[src/rtl/core/mmp_pkg.sv]
`timescale 1ns / 1ps
// ----------------------------------------------------------------------------
// mmp_pkg
// Shared types, byte codes and event codes for the MIDI message parser.
// ----------------------------------------------------------------------------
package mmp_pkg;

    // Default SysEx store depth in bytes
    localparam int SYSEX_DEPTH_DEF = 512;

    // func codes
    localparam logic FUNC_PARSE = 1'b0;
    localparam logic FUNC_READ  = 1'b1;

    // MIDI byte codes
    localparam logic [7:0] ST_SYSEX    = 8'hF0;
    localparam logic [7:0] ST_MTC      = 8'hF1;
    localparam logic [7:0] ST_SONGPOS  = 8'hF2;
    localparam logic [7:0] ST_SONGSEL  = 8'hF3;
    localparam logic [7:0] ST_TUNE     = 8'hF6;
    localparam logic [7:0] ST_EOX      = 8'hF7;
    localparam logic [7:0] ST_RT_BASE  = 8'hF8;
    localparam logic [3:0] HI_PROGRAM  = 4'hC;
    localparam logic [3:0] HI_CHAN_AT  = 4'hD;

    // Event kinds
    localparam logic [4:0] EV_UNKNOWN  = 5'd0;
    localparam logic [4:0] EV_CLOCK    = 5'd1;
    localparam logic [4:0] EV_TICK     = 5'd2;
    localparam logic [4:0] EV_START    = 5'd3;
    localparam logic [4:0] EV_CONTINUE = 5'd4;
    localparam logic [4:0] EV_STOP     = 5'd5;
    localparam logic [4:0] EV_SENSING  = 5'd6;
    localparam logic [4:0] EV_RESET    = 5'd7;
    localparam logic [4:0] EV_SYSEX    = 5'd8;
    localparam logic [4:0] EV_TUNE     = 5'd9;
    localparam logic [4:0] EV_TIMECODE = 5'd10;
    localparam logic [4:0] EV_SONGPOS  = 5'd11;
    localparam logic [4:0] EV_SONGSEL  = 5'd12;
    localparam logic [4:0] EV_NOTEOFF  = 5'd13;

    // One result beat plus read bookkeeping
    typedef struct packed {
        logic [4:0] event_kind;
        logic [3:0] channel;
        logic [7:0] first_data;
        logic [6:0] second_data;
        logic [7:0] msg_status;
        logic [9:0] msg_length;
        logic       high_priority;
        logic [1:0] source_tag;
        logic       is_read;
        logic       in_range;
    } mmp_result_t;

    // Realtime byte F8..FF to event kind, by low three bits
    function automatic logic [4:0] rt_kind(input logic [2:0] lo);
        logic [4:0] k;
        unique case (lo)
            3'd0:    k = EV_CLOCK;
            3'd1:    k = EV_TICK;
            3'd2:    k = EV_START;
            3'd3:    k = EV_CONTINUE;
            3'd4:    k = EV_STOP;
            3'd5:    k = EV_UNKNOWN;
            3'd6:    k = EV_SENSING;
            default: k = EV_RESET;
        endcase
        return k;
    endfunction

    function automatic logic is_high_prio(input logic [4:0] k);
        return (k == EV_CLOCK) || (k == EV_START) || (k == EV_STOP);
    endfunction

endpackage

[src/rtl/core/mmp_ram.sv]
`timescale 1ns / 1ps
// ----------------------------------------------------------------------------
// mmp_ram
// Generic simple dual-port RAM: one write port, one read port, registered read.
// ----------------------------------------------------------------------------
module mmp_ram #(
    parameter int WIDTH = 8,
    parameter int DEPTH = 512,
    localparam int AW  = $clog2(DEPTH)
) (
    input  logic             clk,
    input  logic             we,
    input  logic [AW-1:0]    waddr,
    input  logic [WIDTH-1:0] wdata,
    input  logic             re,
    input  logic [AW-1:0]    raddr,
    output logic [WIDTH-1:0] rdata
);

    logic [WIDTH-1:0] mem_reg [DEPTH];
    logic [WIDTH-1:0] rdata_reg;

    // Write port
    always_ff @(posedge clk)
    begin
        if (we)
        begin
            mem_reg[waddr] <= wdata;
        end
    end

    // Read port, data held until the next read
    always_ff @(posedge clk)
    begin
        if (re)
        begin
            rdata_reg <= mem_reg[raddr];
        end
    end

    assign rdata = rdata_reg;

endmodule

[src/rtl/core/mmp_parser.sv]
`timescale 1ns / 1ps
// ----------------------------------------------------------------------------
// mmp_parser
// Byte decoder: running status, system common collection, SysEx framing.
// Drives the SysEx store write and read ports and builds at most one result per beat.
// ----------------------------------------------------------------------------
module mmp_parser
    import mmp_pkg::*;
#(
    parameter int SYSEX_DEPTH = SYSEX_DEPTH_DEF,
    localparam int AW = $clog2(SYSEX_DEPTH)
) (
    input  logic          clk,
    input  logic          rst_n,
    input  logic          accept,
    input  logic          func,
    input  logic [7:0]    in_byte,
    input  logic [1:0]    source,
    input  logic [8:0]    read_index,
    output logic          res_valid,
    output mmp_result_t   res,
    output logic          ram_we,
    output logic [AW-1:0] ram_waddr,
    output logic [7:0]    ram_wdata,
    output logic          ram_re,
    output logic [AW-1:0] ram_raddr
);

    localparam int FW = $clog2(SYSEX_DEPTH + 1);
    localparam int CW = ((FW > 9) ? FW : 9) + 1;

    logic [7:0]    rs_reg,    rs_next;
    logic [1:0]    vexp_reg,  vexp_next;
    logic [1:0]    vcnt_reg,  vcnt_next;
    logic [6:0]    vdata_reg [2];
    logic [6:0]    vdata_next [2];
    logic [7:0]    cstat_reg, cstat_next;
    logic [1:0]    cexp_reg,  cexp_next;
    logic [1:0]    ccnt_reg,  ccnt_next;
    logic [6:0]    cdata_reg [2];
    logic [6:0]    cdata_next [2];
    logic          act_reg,   act_next;
    logic [FW-1:0] fill_reg,  fill_next;

    // State registers
    always_ff @(posedge clk or negedge rst_n)
    begin
        if (!rst_n)
        begin
            rs_reg    <= '0;
            vexp_reg  <= '0;
            vcnt_reg  <= '0;
            vdata_reg <= '{default: '0};
            cstat_reg <= '0;
            cexp_reg  <= '0;
            ccnt_reg  <= '0;
            cdata_reg <= '{default: '0};
            act_reg   <= 1'b0;
            fill_reg  <= '0;
        end
        else
        begin
            rs_reg    <= rs_next;
            vexp_reg  <= vexp_next;
            vcnt_reg  <= vcnt_next;
            vdata_reg <= vdata_next;
            cstat_reg <= cstat_next;
            cexp_reg  <= cexp_next;
            ccnt_reg  <= ccnt_next;
            cdata_reg <= cdata_next;
            act_reg   <= act_next;
            fill_reg  <= fill_next;
        end
    end

    // Decode one beat
    always_comb
    begin
        logic [1:0]    cnt;
        logic [FW-1:0] fill_inc;
        logic [7:0]    b;

        b          = in_byte;
        cnt        = '0;
        fill_inc   = fill_reg + FW'(1);

        rs_next    = rs_reg;
        vexp_next  = vexp_reg;
        vcnt_next  = vcnt_reg;
        vdata_next = vdata_reg;
        cstat_next = cstat_reg;
        cexp_next  = cexp_reg;
        ccnt_next  = ccnt_reg;
        cdata_next = cdata_reg;
        act_next   = act_reg;
        fill_next  = fill_reg;

        res_valid  = 1'b0;
        res        = '0;
        res.source_tag = source;
        ram_we     = 1'b0;
        ram_waddr  = fill_reg[AW-1:0];
        ram_wdata  = b;
        ram_re     = 1'b0;
        ram_raddr  = AW'(read_index);

        if (accept)
        begin
            if (func == FUNC_READ)
            begin
                // Store read: every field but is_read and in_range is zero
                res_valid    = 1'b1;
                res          = '0;
                res.is_read  = 1'b1;
                res.in_range = CW'(read_index) < CW'(SYSEX_DEPTH);
                ram_re       = 1'b1;
            end
            else if (b >= ST_RT_BASE)
            begin
                // Realtime: immediate, state untouched
                res_valid         = 1'b1;
                res.event_kind    = rt_kind(b[2:0]);
                res.high_priority = is_high_prio(res.event_kind);
                res.msg_status    = b;
                res.msg_length    = 10'd1;
            end
            else if (b == ST_SYSEX)
            begin
                // SysEx start (also restarts an open one)
                rs_next   = '0;
                act_next  = 1'b1;
                ram_we    = 1'b1;
                ram_waddr = '0;
                fill_next = FW'(1);
            end
            else if (act_reg)
            begin
                if (fill_reg >= FW'(SYSEX_DEPTH))
                begin
                    // Overflow: drop the message and this byte
                    act_next  = 1'b0;
                    fill_next = '0;
                end
                else
                begin
                    ram_we    = 1'b1;
                    fill_next = fill_inc;
                    if (b == ST_EOX)
                    begin
                        act_next       = 1'b0;
                        fill_next      = '0;
                        res_valid      = 1'b1;
                        res.event_kind = EV_SYSEX;
                        res.msg_status = ST_SYSEX;
                        res.msg_length = 10'(fill_inc);
                    end
                end
            end
            else if (b >= ST_SYSEX)
            begin
                // System common status or stray EOX
                rs_next = '0;
                if (b == ST_EOX)
                begin
                    res_valid      = 1'b1;
                    res.event_kind = EV_UNKNOWN;
                    res.first_data = ST_EOX;
                    res.msg_status = ST_EOX;
                    res.msg_length = 10'd1;
                end
                else
                begin
                    ccnt_next = '0;
                    if (b == ST_MTC || b == ST_SONGSEL)
                    begin
                        cstat_next = b;
                        cexp_next  = 2'd1;
                    end
                    else if (b == ST_SONGPOS)
                    begin
                        cstat_next = b;
                        cexp_next  = 2'd2;
                    end
                    else
                    begin
                        cstat_next     = '0;
                        cexp_next      = '0;
                        res_valid      = 1'b1;
                        res.event_kind = (b == ST_TUNE) ? EV_TUNE : EV_UNKNOWN;
                        res.msg_status = b;
                        res.msg_length = 10'd1;
                    end
                end
            end
            else if (cstat_reg != '0)
            begin
                if (b[7])
                begin
                    // Channel status aborts the pending common message
                    cstat_next = '0;
                end
                else
                begin
                    cnt = ccnt_reg;
                    if (ccnt_reg < cexp_reg && ccnt_reg < 2'd2)
                    begin
                        cdata_next[ccnt_reg[0]] = b[6:0];
                        cnt = ccnt_reg + 2'd1;
                    end
                    if (cnt == cexp_reg)
                    begin
                        res_valid = 1'b1;
                        if (cstat_reg == ST_MTC)
                            res.event_kind = EV_TIMECODE;
                        else if (cstat_reg == ST_SONGPOS)
                            res.event_kind = EV_SONGPOS;
                        else if (cstat_reg == ST_SONGSEL)
                            res.event_kind = EV_SONGSEL;
                        else
                            res.event_kind = EV_UNKNOWN;
                        res.first_data  = (cexp_reg >= 2'd1) ? {1'b0, cdata_next[0]} : '0;
                        res.second_data = (cexp_reg >= 2'd2) ? cdata_next[1] : '0;
                        res.msg_status  = cstat_reg;
                        res.msg_length  = 10'(cexp_reg) + 10'd1;
                        cstat_next      = '0;
                        ccnt_next       = '0;
                    end
                    else
                    begin
                        ccnt_next = cnt;
                    end
                end
            end
            else if (b[7])
            begin
                // New channel status
                rs_next   = b;
                vcnt_next = '0;
                vexp_next = (b[7:4] == HI_PROGRAM || b[7:4] == HI_CHAN_AT) ? 2'd1 : 2'd2;
            end
            else if (rs_reg != '0)
            begin
                // Data under running status
                cnt = vcnt_reg;
                if (vcnt_reg < vexp_reg && vcnt_reg < 2'd2)
                begin
                    vdata_next[vcnt_reg[0]] = b[6:0];
                    cnt = vcnt_reg + 2'd1;
                end
                if (cnt == vexp_reg)
                begin
                    res_valid       = 1'b1;
                    res.event_kind  = 5'(EV_NOTEOFF + 5'(rs_reg[6:4]));
                    res.channel     = rs_reg[3:0];
                    res.first_data  = (vexp_reg >= 2'd1) ? {1'b0, vdata_next[0]} : '0;
                    res.second_data = (vexp_reg >= 2'd2) ? vdata_next[1] : '0;
                    res.msg_status  = rs_reg;
                    res.msg_length  = 10'(vexp_reg) + 10'd1;
                    vcnt_next       = '0;
                end
                else
                begin
                    vcnt_next = cnt;
                end
            end
        end
    end

    // Checks
    a_fill_bound: assert property (@(posedge clk) disable iff (!rst_n)
        fill_reg <= FW'(SYSEX_DEPTH))
        else $error("SysEx fill beyond store depth");

    a_fill_idle: assert property (@(posedge clk) disable iff (!rst_n)
        !act_reg |-> (fill_reg == '0))
        else $error("SysEx fill nonzero outside a message");

    a_common_exp: assert property (@(posedge clk) disable iff (!rst_n)
        (cstat_reg != '0) |-> (cexp_reg == 2'd1 || cexp_reg == 2'd2))
        else $error("pending common message with bad data count");

endmodule

[src/rtl/core/midi_message_parser_top.sv]
`timescale 1ns / 1ps
// ----------------------------------------------------------------------------
// midi_message_parser_top
// MIDI 1.0 stream parser with running status and a SysEx byte store.
// ----------------------------------------------------------------------------
// Pipeline: a result beat is registered in the store-read stage (alongside
//   the SysEx store read), then in the output register.
// Throughput: one input beat per cycle; input stalls only when both the
//   store-read stage and the output register are full and output is stalled.
// Reset: parser state and pipeline valids clear; store contents are
//   undefined until written, no clearing pass.
module midi_message_parser_top
    import mmp_pkg::*;
#(
    parameter int SYSEX_DEPTH = SYSEX_DEPTH_DEF
) (
    input  logic       clk,
    input  logic       rst_n,
    input  logic       in_valid,
    output logic       in_stall,
    input  logic       func,
    input  logic [7:0] in_byte,
    input  logic [1:0] source,
    input  logic [8:0] read_index,
    output logic       out_valid,
    input  logic       out_stall,
    output logic [4:0] event_kind,
    output logic [3:0] channel,
    output logic [7:0] first_data,
    output logic [6:0] second_data,
    output logic [7:0] msg_status,
    output logic [9:0] msg_length,
    output logic       high_priority,
    output logic [1:0] source_tag,
    output logic [7:0] read_data
);

    localparam int AW = $clog2(SYSEX_DEPTH);

    logic          accept;
    logic          res_valid;
    mmp_result_t   res;
    logic          ram_we;
    logic [AW-1:0] ram_waddr;
    logic [7:0]    ram_wdata;
    logic          ram_re;
    logic [AW-1:0] ram_raddr;
    logic [7:0]    ram_rdata;

    logic          p_valid_reg, p_valid_next;
    mmp_result_t   p_res_reg;
    logic          p_move;
    logic          o_valid_reg, o_valid_next;
    mmp_result_t   o_res_reg;
    logic [7:0]    o_rdata_reg;

    // Handshake
    assign p_move   = p_valid_reg && (!o_valid_reg || !out_stall);
    assign in_stall = p_valid_reg && !p_move;
    assign accept   = in_valid && !in_stall;

    mmp_parser #(
        .SYSEX_DEPTH (SYSEX_DEPTH)
    ) u_parser (
        .clk        (clk),
        .rst_n      (rst_n),
        .accept     (accept),
        .func       (func),
        .in_byte    (in_byte),
        .source     (source),
        .read_index (read_index),
        .res_valid  (res_valid),
        .res        (res),
        .ram_we     (ram_we),
        .ram_waddr  (ram_waddr),
        .ram_wdata  (ram_wdata),
        .ram_re     (ram_re),
        .ram_raddr  (ram_raddr)
    );

    mmp_ram #(
        .WIDTH (8),
        .DEPTH (SYSEX_DEPTH)
    ) u_store (
        .clk   (clk),
        .we    (ram_we),
        .waddr (ram_waddr),
        .wdata (ram_wdata),
        .re    (ram_re),
        .raddr (ram_raddr),
        .rdata (ram_rdata)
    );

    // Valid flags next state
    always_comb
    begin
        p_valid_next = p_valid_reg;
        if (accept)
            p_valid_next = res_valid;
        else if (p_move)
            p_valid_next = 1'b0;

        o_valid_next = p_move || (o_valid_reg && out_stall);
    end

    always_ff @(posedge clk or negedge rst_n)
    begin
        if (!rst_n)
        begin
            p_valid_reg <= 1'b0;
            o_valid_reg <= 1'b0;
        end
        else
        begin
            p_valid_reg <= p_valid_next;
            o_valid_reg <= o_valid_next;
        end
    end

    // Store-read stage and output register payload
    always_ff @(posedge clk)
    begin
        if (accept && res_valid)
        begin
            p_res_reg <= res;
        end
        if (p_move)
        begin
            o_res_reg   <= p_res_reg;
            o_rdata_reg <= (p_res_reg.is_read && p_res_reg.in_range) ? ram_rdata : 8'd0;
        end
    end

    assign out_valid     = o_valid_reg;
    assign event_kind    = o_res_reg.event_kind;
    assign channel       = o_res_reg.channel;
    assign first_data    = o_res_reg.first_data;
    assign second_data   = o_res_reg.second_data;
    assign msg_status    = o_res_reg.msg_status;
    assign msg_length    = o_res_reg.msg_length;
    assign high_priority = o_res_reg.high_priority;
    assign source_tag    = o_res_reg.source_tag;
    assign read_data     = o_rdata_reg;

    // Checks
    a_hold_stage: assert property (@(posedge clk) disable iff (!rst_n)
        (p_valid_reg && o_valid_reg && out_stall) |=> p_valid_reg)
        else $error("pending beat lost while output stalled");

    a_move_fills: assert property (@(posedge clk) disable iff (!rst_n)
        p_move |=> o_valid_reg)
        else $error("beat moved but output register empty");

    a_port_excl: assert property (@(posedge clk) disable iff (!rst_n)
        !(ram_we && ram_re))
        else $error("store write and read in the same cycle");

endmodule

[config.mk]
export PLATFORM = sky130hd
export DESIGN_NAME = midi_message_parser_top
export DESIGN_NICKNAME = d
export VERILOG_FILES = /design/src/rtl/core/mmp_pkg.sv /design/src/rtl/core/mmp_ram.sv /design/src/rtl/core/mmp_parser.sv /design/src/rtl/core/midi_message_parser_top.sv
export SDC_FILE = /design/constraint.sdc
export NUM_CORES = 2
export LEC_CHECK = 0
export BUFFER_PORTS_ARGS = -buffer_cell sky130_fd_sc_hd__buf_4
export CAP_MARGIN = 10
export CORE_MARGIN = 2
export CORE_UTILIZATION = 40
export CTS_CLUSTER_SIZE = 20
export DETAILED_ROUTE_END_ITERATION = 8
export PLACE_DENSITY = 0.54
export SLEW_MARGIN = 20
export SYNTH_ARGS = -nofsm -noshare
export SYNTH_HDL_FRONTEND = slang
export SYNTH_HIERARCHICAL = 1
export SYNTH_SLANG_ARGS = --single-unit
export TNS_END_PERCENT = 100
[constraint.sdc]
create_clock -name clk -period 15.3 [get_ports clk]
set_input_delay 2.295 -clock clk [delete_from_list [all_inputs] [get_ports clk]]
set_output_delay 2.295 -clock clk [all_outputs]
set_load 0.05 [all_outputs]
### Word level (Yosys, flattened, before mapping)

Memory sizes are Yosys's and may differ from the RTL's. A register that Yosys moved wholly into a read port is not among the register bits.
Index checks and enable logic that the tools add are counted.
W data, S select, Z words.

| word-level totals | value |
|---|---|
| flip-flop bits (word level) | 165 |
| bits in writable memories | 4,096 |
| logic and storage cells | 286 |
| memories kept | 1 |

Memory list:

| name | depth | bits a word | read ports | clocked after memory_dff | write ports | line | text |
|---|---|---|---|---|---|---|---|
| u_store.mem_reg | 512 | 8 | 1 | 1 | 1 | mmp_ram.sv:20 | `logic [WIDTH-1:0] mem_reg [DEPTH];` |

| operators by class | value |
|---|---|
| $add $sub $neg | 6 |
| order comparisons | 15 |
| eq/ne operators | 26 |
| muxes and demuxes | 146 |
| bitwise operators | 13 |
| reductions and logical operators | 45 |

Operators by type and width:

| kind | count |
|---|---|
| $mux W42 | 4 |
| $mux W14 | 11 |
| $mux W18 | 8 |
| $mux W8 | 14 |
| $mux W33 | 3 |
| $mux W5 | 15 |
| $eq A8 B8 Y1 const B | 9 |
| $mux W2 | 30 |
| $mux W7 | 7 |
| $mux W10 | 4 |
| $reduce_and A8 Y1 | 5 |
| $mux W9 | 4 |
| $mux W1 | 33 |
| $bwmux W14 | 2 |
| $mux W4 | 7 |
| $pmux W3 S7 | 1 |
| $mux W19 | 1 |
| $ge A8 B8 Y1 const B | 2 |
| $reduce_bool A8 Y1 | 2 |
| $demux W7 S1 | 2 |
| $not A1 Y1 | 11 |
| $add A10 B1 Y10 const B | 1 |
| $ge A10 B10 Y1 const B | 1 |
| $logic_and A1 B1 Y1 | 10 |
| other kinds (36) | 64 |

### Longest topological paths before layout

| depth | value |
|---|---|
| depth after elaboration | 25 |
| depth in mapped cells | 13 |
| mapped depth without buffers | 10 |

### Hierarchy

The synthesis kept the hierarchy.

By module, submodules not included:

| module | instances | cells each | area each (um^2) | seq. area each (um^2) |
|---|---|---|---|---|
| mmp_ram | 1 | 8,030 | 160,007.2 | 123,238.2 |
| mmp_parser | 1 | 545 | 4,714.5 | 1,576.5 |
| midi_message_parser_top | 1 | 118 | 3,150.5 | 3,052.9 |

### Worst setup path after synthesis

OpenSTA, ideal clock, no wires.

| timing | value |
|---|---|
| path type | input to register |
| start point | input out_stall |
| end point | register o_res_reg, in the netlist channel[0], enable pin |
| setup time | 0.544 ns |
| arrival | 6.176 ns |
| required time | 14.756 ns |
| path slack | 8.580 ns |
| stages | 1 |
| path through | a21boi_0 |

| between the ends | value |
|---|---|
| longest elaborated chain between the ends | 3 |

RTL lines:

| what | line | text |
|---|---|---|
| from (decl) | midi_message_parser_top.sv:26 | `input logic out_stall,` |
| $logic_not A1 Y1 | midi_message_parser_top.sv:58 | `assign p_move = p_valid_reg && (!o_valid_reg \|\| !out_stall);` |
| $logic_or A1 B1 Y1 | midi_message_parser_top.sv:58 |  |
| $logic_and A1 B1 Y1 | midi_message_parser_top.sv:58 |  |
| to (signal assigned) | midi_message_parser_top.sv:129 | `o_res_reg <= p_res_reg;` |
| to (decl) | midi_message_parser_top.sv:54 | `mmp_result_t o_res_reg;` |

No other way between the ends.
A chain may end at the register's enable or synchronous reset.

==> flow_summary_export.csv <==
group,metric,value,unit
worst_setup_path,worstSetupPathType,"primary input to register",
placement,hpwlAfterDp,286000,um
synthesis,post-synth-top-area-cell,"edfxtp_1",
synthesis,synth_edf_count,4204,
routing,drcViolationCount,0,
finish,largest_reg_flops,4096,
clock_network,cts-resized-gates,0,
synthesis,synth_area_leaders,"edfxtp_1 75%, mux4_2 8.8%, mux2i_1 4.9%, o221ai_1 1.9%, nor2_1 1.4%",
clock_network,worstSkewPairLatency,1.02,ns
power,p_int,19400,uW
floorplan,fp.dieArea,0.425,mm^2
global_routing,gr-total-overflow,0,
flow_run,maxCapViolCount,0,
synthesis,ys_warn_count,6,
clock_network,cts_setup_buffers,0,
finish,regArea,0.128,mm^2
timing,fmax,140,MHz
timing,finalSetupViolations,0,
worst_setup_path,path_cells,"buf_8 > buf_4 > nand2b_4 > buf_12 > buf_12 > o221ai_1 > a21oi_1 > o21ai_0 > nand4_1 > o21ai_0 > o2111a_1",
synthesis,async_flop_share,0.0152,
clock_network,clockBufferDepth,4,
timing,tightest_slew,1.22,ns
timing,fin_crit,7.15,ns
synthesis,syn_nets,8730,
status,status,"complete, no violations",
clock_network,cts_sinks,4269,
timing,finalSetupTns,0,ns
placement,dpl_cell_area,0.174,mm^2
power,power.share.clock,0.422,
synthesis,synthDominantCellAreaShare,0.752,
finish,drive_above_1_share,0.179,
synthesis,synth.most_common_cell,"edfxtp_1",
timing,period_share,0.468,
routing,vias,87500,
synthesis,syn_area,0.168,mm^2
timing,clock-skew-final,0.0909,ns
placement,place_congestion,0.901,
worst_setup_path,critical_path_buf_inv_count,4,
timing,drv_slew,0,
clock_network,cts_hold_buf,0,
power,power.leakage,0.0595,uW
clock_network,clkSlewWorstSetupHoldPaths,0.06,ns
hold_path,hold_path.class,"register to register",
clock_network,cts_tree,"yes",
power,power_density,133,mW/mm^2
worst_setup_path,worst-path-max-fanout,140,
global_routing,grt_max_degree,156,
synthesis,synth-seq-cells,4269,
global_routing,grt_pass1_vias,86600,
clock_network,cts-buffers-inserted,437,
global_routing,grt_pass1_wl,663000,um
timing,hold_violations,0,
clock_network,cts.htree.levels,5,
power,swShare,0.223,
synthesis,avgSynthCellArea,19.3,um^2
worst_setup_path,cp_top_family,"compound AO/OA/AOI/OAI gates",
finish,utilization,0.451,
floorplan,coreArea,0.417,mm^2
floorplan,die_x,652,um
routing,vias_per_cell,5.96,
worst_setup_path,max_stage_delay,0.74,ns
clock_network,root_buffer,"clkbuf_16",
finish,design_area,0.188,mm^2
routing,antenna_left,0,
timing,hold-worst-slack,0.415,ns
worst_setup_path,critPathCaptureType,"register",
routing,drt_first_iter_violations,11200,
floorplan,fp.dieH,652,um
timing,grt_setup_unrepaired,"false",
worst_setup_path,slowest_stage,"buf_4",
synthesis,ys_types,88,
placement,portBuffers,78,
timing,slew_headroom,0.180,
routing,drt_wl_total,471000,um
power,p_sw,5570,uW
synthesis,synth_commonest_cells,"4204 x edfxtp_1, 824 x mux2i_1, 654 x mux4_2",
routing,first_pass_iters,8,
floorplan,ioPinCount,79,
global_routing,grt_antenna_before_repair,32,
worst_setup_path,cp.arrival,8.01,ns
finish,area_growth,12.1,%
worst_setup_path,worst_setup_path_start_kind,"primary input",
finish,finalNetCount,8838,
power,peakVddDrop,109,uV
routing,route.detailed.wl_per_inst,32.1,um
synthesis,synth-seq-area-share,0.762,
synthesis,syn_inst,8693,
floorplan,rows,237,
finish,multiInputGateArea,0.0371,mm^2
finish,n_fill_cell,34900,
power,pwr-share-seq,0.519,
worst_setup_path,required,16.16,ns
power,pwr-share-comb,0.059,
global_routing,grt_usage,0.217,
synthesis,synth_ff_type,"edfxtp_1",
floorplan,start_util,0.402,
## per-layer routing
metal	share of wire	up-vias	track usage
met4	0.028	4	0.0598
met2	0.47	4138	0.345
met1	0.42	46600	0.310
met3	0.079	636	0.0335
met5	0.000045	-	0
li1	-	36100	-
## layout by cell type (no fill, tap or decap), drive strengths merged, types with 169 or more instances in the layout
cell type  instances
clkinv           189
buf              231
o22ai            173
mux2i            824
nand2            169
o21ai            169
mux4             654
nor2             642
edfxtp          4204
o221ai           373
clkbuf           520
a21oi            212
## worst paths after layout
| check | cells after the start | end | from | slack [ns] |
|---|---|---|---|---|
| max in group asynchronous | 1 | u_parser/fill_reg[6] | rst_n | 13.26 |
| min | 0 | second_data[4] | p_res_reg[27] | 0.42 |
| min reg2reg | 0 | second_data[4] | p_res_reg[27] | 0.42 |
| min in group asynchronous | 1 | u_parser/cdata_reg[5] | rst_n | 1.42 |
| max | 11 | u_store/rdata[6] | read_index[1] | 8.15 |
| max reg2reg | 9 | u_store/mem_reg[442][3] | out_valid | 10.24 |
## area by class of cell
class	instances	area share
Multi-Input combinational cell	3836	0.197
Clock inverter	279	0.0145
Inverter	25	0.000539
Sequential cell	4269	0.679
Antenna cell	10	0.000133
Timing Repair Buffer	232	0.0112
Tap cell	5497	0.0365
Clock buffer	519	0.0607
## cells by family (layout without fill, tap and decap cells)
logic type | after synthesis | after routing | synth area share
XOR/XNOR | 10 | 10 | 0.000522
flip-flops | 4269 | 4269 | 0.762
AO/OA/AOI/OAI | 1109 | 1109 | 0.0461
buffers and inverters | 588 | 1055 | 0.0198
AND/OR/NAND/NOR | 1199 | 1199 | 0.0322
multiplexers | 1505 | 1505 | 0.139
adder cells (fa/ha/maj) | 13 | 13 | 0.000969
other | 0 | 10 | 0
## worst register-to-register path, stage by stage (launching register included)
cell and delay, ns:
dfrtp_1 0.45, nand3_2 0.12, and2_1 0.24, nor2b_1 0.15, buf_4 0.17, a21oi_1 0.77, nor2b_1 0.73, nand2_4 0.63
buf_4 0.63, nor2_1 0.72
## per-stage QoR
stage | setup WS [ns] | total power (uW) | instances
after global routing | 8.00 | 25700 | 14700
after floorplan | 8.58 | 14200 | 8693
final | 8.15 | 25000 | 14700
after global placement | 7.20 | 14700 | 13900
after CTS | 8.27 | 25200 | 14700
after detailed placement | 7.18 | 14700 | 13900
## power groups by stage
stage	Sequential, uW	Clock, uW	Combinational [uW]
final	13000	10500	1480
after global routing	13000	11200	1560
after CTS	13000	10800	1480
after detailed placement	13200	0	1480
after global placement	13200	0	1470
after floorplan	13300	0	862
Note: power is estimated with default switching activity, not from simulation.
